===== config.mk =====
export PLATFORM = sky130hd
export DESIGN_NAME = pmmu_control_register_unit
export DESIGN_NICKNAME = d
export VERILOG_FILES = /design/src/hw/rtl/pcru_pkg.sv /design/src/hw/rtl/pcru_front.sv /design/src/hw/rtl/pcru_queue.sv /design/src/hw/rtl/pcru_back.sv /design/src/hw/rtl/pmmu_control_register_unit.sv
export SDC_FILE = /design/constraint.sdc
export NUM_CORES = 1
export LEC_CHECK = 0
export ABC_CLOCK_PERIOD_IN_PS = 11500
export BUFFER_PORTS_ARGS = -buffer_cell sky130_fd_sc_hd__buf_2
export CORE_MARGIN = 5
export CORE_UTILIZATION = 64
export CTS_BUF_LIST = sky130_fd_sc_hd__clkbuf_16
export CTS_CLUSTER_DIAMETER = 40
export DETAILED_ROUTE_END_ITERATION = 7
export PLACE_DENSITY = 0.92
export SETUP_SLACK_MARGIN = 0.1
export SLEW_MARGIN = 20
export SYNTH_ARGS = -nofsm -noshare
export SYNTH_HDL_FRONTEND = slang
export SYNTH_HIERARCHICAL = 1
export SYNTH_SLANG_ARGS = --single-unit
export TNS_END_PERCENT = 10

===== constraint.sdc =====
create_clock -name i_clk -period 11.5 [get_ports i_clk]
set_input_delay 2.3 -clock i_clk [delete_from_list [all_inputs] [get_ports i_clk]]
set_output_delay 2.3 -clock i_clk [all_outputs]
set_load 0.03 [all_outputs]

===== src/hw/rtl/pcru_pkg.sv =====
// Package: transaction types, decode codes and commands for the PMMU control register unit.
package pcru_pkg;

    // Input transaction payload
    typedef struct packed {
        logic [15:0] ext_word;
        logic [31:0] operand_hi;
        logic [31:0] operand_lo;
        logic        operand_fault;
    } t_in;

    // Result transaction payload
    typedef struct packed {
        logic [2:0]  status;
        logic [1:0]  store_kind;
        logic [31:0] store_hi;
        logic [31:0] store_lo;
        logic        flush_atc;
        logic        translation_enabled;
    } t_out;

    typedef enum logic [2:0] {
        ST_DONE   = 3'd0,
        ST_FLINE  = 3'd1,
        ST_CONFIG = 3'd2,
        ST_FAULT  = 3'd3,
        ST_WALK   = 3'd4
    } t_status;

    typedef enum logic [1:0] {
        SK_NONE = 2'd0,
        SK_LONG = 2'd1,
        SK_TWO  = 2'd2,
        SK_WORD = 2'd3
    } t_store_kind;

    // Extension word op field
    typedef enum logic [2:0] {
        OP_PMOVE_TT  = 3'd0,
        OP_PFLUSH    = 3'd1,
        OP_PMOVE_MMU = 3'd2,
        OP_PMOVE_SR  = 3'd3,
        OP_PTEST     = 3'd4
    } t_op;

    // Register select codes
    localparam logic [2:0] REG_TC  = 3'd0;
    localparam logic [2:0] REG_TT0 = 3'd2;
    localparam logic [2:0] REG_TT1 = 3'd3;
    localparam logic [2:0] REG_SRP = 3'd2;
    localparam logic [2:0] REG_CRP = 3'd3;

    // PLOAD/PFLUSH mode codes
    localparam logic [2:0] MODE_PLOAD     = 3'd0;
    localparam logic [2:0] MODE_FLUSH_ALL = 3'd1;
    localparam logic [2:0] MODE_FLUSH_FC  = 3'd4;
    localparam logic [2:0] MODE_FLUSH_EA  = 3'd6;

    // TC field checks
    localparam logic [6:0] TC_FIELD_SUM = 7'd32;
    localparam logic [3:0] TC_PS_MIN    = 4'd8;
    localparam logic [1:0] DT_INVALID   = 2'd0;

    // Work that the back end carries out
    typedef enum logic [4:0] {
        ACT_NONE,
        ACT_FLINE,
        ACT_WALK,
        ACT_FLUSH,
        ACT_FAULT,
        ACT_LD_TT0,
        ACT_LD_TT1,
        ACT_ST_TT0,
        ACT_ST_TT1,
        ACT_LD_TC,
        ACT_ST_TC,
        ACT_LD_SRP,
        ACT_LD_CRP,
        ACT_ST_SRP,
        ACT_ST_CRP,
        ACT_LD_SR,
        ACT_ST_SR
    } t_action;

    // Classified command held in the queue
    typedef struct packed {
        t_action     action;
        logic        fd;
        logic        tc_config;
        logic        root_invalid;
        logic [31:0] data_hi;
        logic [31:0] data_lo;
    } t_cmd;

endpackage


===== src/hw/rtl/pcru_front.sv =====
// Front end: decodes the extension word and operand checks into a command.
module pcru_front (
    input  pcru_pkg::t_in  i_item,
    output pcru_pkg::t_cmd o_cmd
);
    import pcru_pkg::*;

    logic [2:0] op;
    logic [2:0] sel;
    logic       to_mem;
    logic       load_ok;
    logic [3:0] ps;
    logic [6:0] field_sum;
    t_action    action;

    assign op      = i_item.ext_word[15:13];
    assign sel     = i_item.ext_word[12:10];
    assign to_mem  = i_item.ext_word[9];
    assign load_ok = !i_item.operand_fault;
    assign ps      = i_item.operand_hi[23:20];

    // TC field sum: IS + PS + TIA + TIB + TIC + TID
    assign field_sum = 7'(i_item.operand_hi[19:16]) + 7'(ps)
                     + 7'(i_item.operand_hi[15:12]) + 7'(i_item.operand_hi[11:8])
                     + 7'(i_item.operand_hi[7:4])   + 7'(i_item.operand_hi[3:0]);

    // Classify the instruction
    always_comb begin
        action = ACT_NONE;
        case (op)
            OP_PMOVE_TT: begin
                if (sel == REG_TT0 || sel == REG_TT1) begin
                    if (to_mem) begin
                        action = (sel == REG_TT0) ? ACT_ST_TT0 : ACT_ST_TT1;
                    end else if (!load_ok) begin
                        action = ACT_FAULT;
                    end else begin
                        action = (sel == REG_TT0) ? ACT_LD_TT0 : ACT_LD_TT1;
                    end
                end
            end
            OP_PFLUSH: begin
                if (sel == MODE_PLOAD) begin
                    action = ACT_WALK;
                end else if (sel inside {MODE_FLUSH_ALL, MODE_FLUSH_FC, MODE_FLUSH_EA}) begin
                    action = ACT_FLUSH;
                end else begin
                    action = ACT_FLINE;
                end
            end
            OP_PMOVE_MMU: begin
                if (sel == REG_TC) begin
                    if (to_mem)        action = ACT_ST_TC;
                    else if (!load_ok) action = ACT_FAULT;
                    else               action = ACT_LD_TC;
                end else if (sel == REG_SRP || sel == REG_CRP) begin
                    if (to_mem) begin
                        action = (sel == REG_SRP) ? ACT_ST_SRP : ACT_ST_CRP;
                    end else if (!load_ok) begin
                        action = ACT_FAULT;
                    end else begin
                        action = (sel == REG_SRP) ? ACT_LD_SRP : ACT_LD_CRP;
                    end
                end
            end
            // MMUSR load ignores a fetch fault
            OP_PMOVE_SR: begin
                action = to_mem ? ACT_ST_SR : ACT_LD_SR;
            end
            OP_PTEST: begin
                action = ACT_WALK;
            end
            default: begin
                action = ACT_NONE;
            end
        endcase
    end

    // Command fields
    always_comb begin
        o_cmd.action       = action;
        o_cmd.fd           = i_item.ext_word[8];
        o_cmd.tc_config    = i_item.operand_hi[31]
                           && (field_sum != TC_FIELD_SUM || ps < TC_PS_MIN);
        o_cmd.root_invalid = (i_item.operand_hi[1:0] == DT_INVALID);
        o_cmd.data_hi      = i_item.operand_hi;
        o_cmd.data_lo      = i_item.operand_lo;
    end

endmodule


===== src/hw/rtl/pcru_queue.sv =====
// Two-entry command queue between front end and back end.
module pcru_queue (
    input  logic           i_clk,
    input  logic           i_rst_n,
    input  logic           i_push,
    input  pcru_pkg::t_cmd i_cmd,
    output logic           o_full,
    input  logic           i_pop,
    output logic           o_valid,
    output pcru_pkg::t_cmd o_cmd
);
    import pcru_pkg::*;

    t_cmd       r_mem [2];
    logic       r_wptr;
    logic       r_rptr;
    logic [1:0] r_count;
    logic       n_wptr;
    logic       n_rptr;
    logic [1:0] n_count;

    assign o_full  = (r_count == 2'd2);
    assign o_valid = (r_count != 2'd0);
    assign o_cmd   = r_mem[r_rptr];

    // Pointer and fill count update
    always_comb begin
        n_wptr  = r_wptr ^ i_push;
        n_rptr  = r_rptr ^ i_pop;
        n_count = r_count + 2'(i_push) - 2'(i_pop);
    end

    always_ff @(posedge i_clk) begin
        if (!i_rst_n) begin
            r_wptr  <= 1'b0;
            r_rptr  <= 1'b0;
            r_count <= 2'd0;
        end else begin
            r_wptr  <= n_wptr;
            r_rptr  <= n_rptr;
            r_count <= n_count;
        end
    end

    // Entry storage
    always_ff @(posedge i_clk) begin
        if (i_push) begin
            r_mem[r_wptr] <= i_cmd;
        end
    end

endmodule


===== src/hw/rtl/pcru_back.sv =====
// Back end: MMU register file, command execution and result register.
module pcru_back (
    input  logic           i_clk,
    input  logic           i_rst_n,
    input  logic           i_cmd_valid,
    input  pcru_pkg::t_cmd i_cmd,
    output logic           o_cmd_pop,
    output logic           o_valid,
    input  logic           i_ready,
    output pcru_pkg::t_out o_data
);
    import pcru_pkg::*;

    logic [31:0] r_tc;
    logic        r_en;
    logic [63:0] r_srp;
    logic [63:0] r_crp;
    logic [31:0] r_tt0;
    logic [31:0] r_tt1;
    logic [15:0] r_mmusr;
    logic        r_out_valid;
    t_out        r_out;

    logic [31:0] n_tc;
    logic        n_en;
    logic [63:0] n_srp;
    logic [63:0] n_crp;
    logic [31:0] n_tt0;
    logic [31:0] n_tt1;
    logic [15:0] n_mmusr;
    t_out        n_out;
    logic        exec;

    // Take a command when the result register is free or being drained
    assign exec      = i_cmd_valid && (!r_out_valid || i_ready);
    assign o_cmd_pop = exec;
    assign o_valid   = r_out_valid;
    assign o_data    = r_out;

    // Execute one command
    always_comb begin
        n_tc    = r_tc;
        n_en    = r_en;
        n_srp   = r_srp;
        n_crp   = r_crp;
        n_tt0   = r_tt0;
        n_tt1   = r_tt1;
        n_mmusr = r_mmusr;
        n_out   = '0;
        case (i_cmd.action)
            ACT_FLINE: n_out.status = ST_FLINE;
            ACT_WALK:  n_out.status = ST_WALK;
            ACT_FAULT: n_out.status = ST_FAULT;
            ACT_FLUSH: n_out.flush_atc = 1'b1;
            ACT_LD_TT0: begin
                n_tt0           = i_cmd.data_hi;
                n_out.flush_atc = 1'b1;
            end
            ACT_LD_TT1: begin
                n_tt1           = i_cmd.data_hi;
                n_out.flush_atc = 1'b1;
            end
            ACT_ST_TT0: begin
                n_out.store_kind = SK_LONG;
                n_out.store_hi   = r_tt0;
            end
            ACT_ST_TT1: begin
                n_out.store_kind = SK_LONG;
                n_out.store_hi   = r_tt1;
            end
            // Bad TC layout still commits but drops the enable
            ACT_LD_TC: begin
                n_tc            = i_cmd.data_hi;
                n_en            = i_cmd.data_hi[31] && !i_cmd.tc_config;
                n_out.status    = i_cmd.tc_config ? ST_CONFIG : ST_DONE;
                n_out.flush_atc = i_cmd.tc_config || !i_cmd.fd;
            end
            ACT_ST_TC: begin
                n_out.store_kind = SK_LONG;
                n_out.store_hi   = r_tc;
            end
            ACT_LD_SRP, ACT_LD_CRP: begin
                if (i_cmd.action == ACT_LD_SRP) n_srp = {i_cmd.data_hi, i_cmd.data_lo};
                else                            n_crp = {i_cmd.data_hi, i_cmd.data_lo};
                n_out.status    = i_cmd.root_invalid ? ST_CONFIG : ST_DONE;
                n_out.flush_atc = i_cmd.root_invalid || !i_cmd.fd;
            end
            ACT_ST_SRP: begin
                n_out.store_kind = SK_TWO;
                n_out.store_hi   = r_srp[63:32];
                n_out.store_lo   = r_srp[31:0];
            end
            ACT_ST_CRP: begin
                n_out.store_kind = SK_TWO;
                n_out.store_hi   = r_crp[63:32];
                n_out.store_lo   = r_crp[31:0];
            end
            ACT_LD_SR: n_mmusr = i_cmd.data_hi[15:0];
            ACT_ST_SR: begin
                n_out.store_kind = SK_WORD;
                n_out.store_hi   = {16'd0, r_mmusr};
            end
            default: begin
                n_out.status = ST_DONE;
            end
        endcase
        n_out.translation_enabled = n_en;
    end

    // Architectural registers
    always_ff @(posedge i_clk) begin
        if (!i_rst_n) begin
            r_tc    <= '0;
            r_en    <= 1'b0;
            r_srp   <= '0;
            r_crp   <= '0;
            r_tt0   <= '0;
            r_tt1   <= '0;
            r_mmusr <= '0;
        end else if (exec) begin
            r_tc    <= n_tc;
            r_en    <= n_en;
            r_srp   <= n_srp;
            r_crp   <= n_crp;
            r_tt0   <= n_tt0;
            r_tt1   <= n_tt1;
            r_mmusr <= n_mmusr;
        end
    end

    // Result register valid
    always_ff @(posedge i_clk) begin
        if (!i_rst_n) begin
            r_out_valid <= 1'b0;
        end else if (exec) begin
            r_out_valid <= 1'b1;
        end else if (i_ready) begin
            r_out_valid <= 1'b0;
        end
    end

    // Result payload
    always_ff @(posedge i_clk) begin
        if (exec) begin
            r_out <= n_out;
        end
    end

endmodule


===== src/hw/rtl/pmmu_control_register_unit.sv =====
// Top level of the PMMU control register unit: front end, command queue, back end.
//
//   Channel  Direction  Handshake           Payload
//   in       input      i_valid / o_ready   i_data  (pcru_pkg::t_in)
//   out      output     o_valid / i_ready   o_data  (pcru_pkg::t_out)
//
// One instruction per cycle sustained while the output is not stalled; an input
// transaction reaches the result through a queue entry, then the result register.
// The two-entry queue lets the front accept while the result register is held.
// Reset (synchronous, active low) clears all MMU registers, the queue and the result valid.
// A stalled output backs up into the queue; o_ready drops only when it is full.
module pmmu_control_register_unit (
    input  logic             i_clk,
    input  logic             i_rst_n,
    input  logic             i_valid,
    output logic             o_ready,
    input  pcru_pkg::t_in    i_data,
    output logic             o_valid,
    input  logic             i_ready,
    output pcru_pkg::t_out   o_data
);
    import pcru_pkg::*;

    t_cmd front_cmd;
    t_cmd queue_cmd;
    logic queue_full;
    logic queue_valid;
    logic queue_pop;
    logic push;

    assign o_ready = !queue_full;
    assign push    = i_valid && !queue_full;

    pcru_front u_front (
        .i_item (i_data),
        .o_cmd  (front_cmd)
    );

    pcru_queue u_queue (
        .i_clk   (i_clk),
        .i_rst_n (i_rst_n),
        .i_push  (push),
        .i_cmd   (front_cmd),
        .o_full  (queue_full),
        .i_pop   (queue_pop),
        .o_valid (queue_valid),
        .o_cmd   (queue_cmd)
    );

    pcru_back u_back (
        .i_clk       (i_clk),
        .i_rst_n     (i_rst_n),
        .i_cmd_valid (queue_valid),
        .i_cmd       (queue_cmd),
        .o_cmd_pop   (queue_pop),
        .o_valid     (o_valid),
        .i_ready     (i_ready),
        .o_data      (o_data)
    );

endmodule


==> flow_metrics.env <==
export IMPL_fin_setup_tns_ns=0
export IMPL_r2r_slack_ns=8.25
export IMPL_die_w_um=181
export IMPL_fp_dieH_um=181
export IMPL_reg2reg_to="u_back/o_data[36]"
export IMPL_yosysSeqAreaShare_pct=61.2
export IMPL_crit_fanout=3
export IMPL_syn_nets=1699
export IMPL_finalSetupViolations=0
export IMPL_maxSlewHeadroom_pct=30.0
export IMPL_hp_start="u_back/r_tt1[31]"
export IMPL_ys_flop_type="dfxtp_1"
export IMPL_drive_gt1_share_pct=20.3
export IMPL_p_clk_share_pct=33.5
export IMPL_cp_end_kind="register"
export IMPL_status="finished clean"
export IMPL_drcViolationCount=0
export IMPL_synth_distinct_cells=66
export IMPL_finalPower_mw=4.54
export IMPL_insertion_delay_ns=0.56
export IMPL_power_density_nw_per_um2=222
export IMPL_min_path_cells=2
export IMPL_ctsResizeCount=0
export IMPL_gr_total_overflow=0
export IMPL_netSwitchingFraction_pct=30.1
export IMPL_wl_per_cell_um=20.0
export IMPL_area_growth_pct=9.96
export IMPL_worstSetupStartpointType="primary input"
export IMPL_finalNetCount=1724
export IMPL_row_count=62
export IMPL_postCtsSetupBuffers=0
export IMPL_worst_endpoint_required_ns=11.79
export IMPL_irDropWorstVdd_mv=0.155
export IMPL_dp_hpwl_um=23700
export IMPL_final_common_cell="nand3_1"
export IMPL_htreeDepth=2
export IMPL_hold_viol_final=0
export IMPL_pwr_share_comb_pct=21.3
export IMPL_holdWs_ns=0.459
export IMPL_grt_max_degree=111
export IMPL_cpMostUsedCell="fa_1"
export IMPL_worst_slew_pin_slew_ns=1.05
export IMPL_coreArea_sq_um=28700
export IMPL_via_per_inst=6.18
export IMPL_clk_path_buf_depth=3
export IMPL_avgSynthCellArea_sq_um=11.7
export IMPL_p_leak_nw=7.61
export IMPL_synth_cells=1590
export IMPL_antenna_found_initial=3
export IMPL_seqPwrFrac_pct=45.3
export IMPL_cap_violations=0
export IMPL_ys_warn_count=6
export IMPL_netlist_area_sq_um=18600
export IMPL_hold_path_class="register to register"
export IMPL_p_int_mw=3.17
export IMPL_via_count=12600
export IMPL_mostFrequentLayoutCells="277 x nand3_1, 246 x dfxtp_1, 215 x edfxtp_1"
export IMPL_ys_ff_latch=462
export IMPL_portBuffers=149
export IMPL_grt_pass1_vias=12400
export IMPL_cts_sinks=462
export IMPL_cts_tree="yes"
export IMPL_async_flop_share_pct=0
export IMPL_critPathSlowestCell="fa_1"
export IMPL_cts_buffers=47
export IMPL_die_area_sq_um=32600
export IMPL_cp_arrival_ns=5.52
export IMPL_hold_path_endpoint="u_back/r_tt1[31]"
export IMPL_grt_first_pass_wirelength_um=64500
export IMPL_start_util_pct=64.9
export IMPL_finClkSkew_ns=0.0326
export IMPL_grt_use_total_pct=24.0
export IMPL_place_congestion=0.810
export IMPL_drt_initial_drc_count=1600
export IMPL_crit_chain="buf_2 > fa_1 > inv_1 > fa_1 > fa_1 > inv_1 > ha_1 > fa_1 > nor4b_1 > nand3_1 > o21a_1"
export IMPL_p_switching_mw=1.37
export IMPL_rsz0062_at_grt="false"
export IMPL_postLayoutCoreUtil_pct=71.4
export IMPL_min_period_ns=5.22
export IMPL_slowest_delay_ns=0.54
export IMPL_drtAntennaViolNets=0
export IMPL_hold_buffers=0
export IMPL_drt_pass1_iterations=7
export IMPL_cts_root_buffer="clkbuf_16"
export IMPL_clk_pin_slew_ns=0.06
export IMPL_worstRegToRegCells=6
export IMPL_synth_edff_count=215
export IMPL_slew_viol_final=0
export IMPL_fmax_mhz=191
export IMPL_finalCritPeriodShare_pct=45.4
export IMPL_routed_wl_um=40700
export IMPL_worstSetupPathType="primary input to register"
export IMPL_ios=158
how the worst max path moves through the flow:
stage | cells past startpoint | start | end
after global placement | 11 | i_data[47] | u_queue/r_mem[0][65]
after floorplan | 8 | i_ready | u_queue/r_count[1]
after detailed placement | 11 | i_data[47] | u_queue/r_mem[1][65]
after CTS | 11 | i_data[47] | u_queue/r_mem[0][65]
final | 11 | i_data[47] | u_queue/r_mem[0][65]
after global routing | 11 | i_data[47] | u_queue/r_mem[0][65]
routing by layer:
layer / global-route usage (%) / part of all wire [%] / vias to the layer above
met5: 0 / 0.066 / -
met4: 8.98 / 3.0 / 4
met3: 4.44 / 8.2 / 105
met2: 40.5 / 49 / 611
met1: 31.3 / 39 / 6083
li1: - / - / 5808
metrics by stage:
| stage | area, sq um | setup WS, ns | instances |
|---|---|---|---|
| finish | 20500 | 6.28 | 2039 |
| global route | 20500 | 6.19 | 2039 |
| CTS | 20500 | 6.34 | 2038 |
| detailed placement | 18900 | 5.78 | 1950 |
| global placement | 18900 | 5.90 | 1950 |
| floorplan | 18600 | 6.10 | 1590 |
power groups by stage:
stage | combinational, mW | sequential [mW] | clock (mW)
after floorplan | 0.552 | 2.26 | 0
after global placement | 0.928 | 2.08 | 0
after detailed placement | 0.960 | 2.09 | 0
after CTS | 0.966 | 2.06 | 1.54
after global routing | 1.03 | 2.07 | 1.61
final | 0.966 | 2.06 | 1.52
synthesized netlist by cell type (3+ instances only):
library cell  instances  area (sq um)
a22o_1               32           280
buf_6                 3          33.8
ha_1                  8           100
o21ai_0             195           976
a222oi_1             16           160
buf_2                34           170
buf_12                7           140
nor2_1                5          18.8
clkbuf_1             57           214
edfxtp_1            215          6460
and2_1                7          43.8
nor3_2                3          30.0
mux2i_1               3          30.0
buf_4                66           495
a21oi_1               4          20.0
o21ai_1              49           245
dfxtp_1             247          4940
nand4_1               4          25.0
nand3_1             277          1390
mux2_2                4          45.0
a22oi_1              48           360
inv_1                31           116
nand2_1             105           394
nand2b_1              3          18.8
fa_1                 16           320
buf_1                24          90.1
mux2_4               70          1050
nor2b_1              10          62.6
final cells by class:
cell class / instances / area [sq um]
inverters: 31 / 116
multi-input cells: 906 / 6030
fillers: 1843 / 8210
clock inverters: 40 / 368
well taps: 384 / 480
flip-flops and latches: 462 / 11400
repair buffers: 167 / 890
clock buffers: 48 / 1200
diodes: 1 / 2.50
cell families after synthesis:
family,Yosys count,share of synthesized area (%)
fa+ha+maj,24,2.26
simple gates,439,11.8
mux,77,6.04
xor+xnor,4,0.262
compound gates,362,11.7
buf+inv,222,6.76
flops,462,61.2
sequential cells by signal, summed over array words and instances (netlist names), named ones only:
register	flops
u_queue/r_mem	144
u_back/o_data	71
u_back/r_crp	64
u_back/r_srp	64
u_back/r_tc	32
u_back/r_tt0	32
u_back/r_tt1	32
u_back/r_mmusr	16
u_queue/r_count	2
u_back/o_valid	1
u_back/r_en	1
u_queue/r_rptr	1
u_queue/r_wptr	1
critical path, delay by kind of cell:
kind / cells / cell delay [ns]
AND/OR/NAND/NOR: 2 / 0.54
buffers and inverters: 3 / 0.23
AO/OA/AOI/OAI: 1 / 0.20
adder cells (fa/ha/maj): 5 / 2.24
No activity file was read; power rests on OpenSTA's default activity.
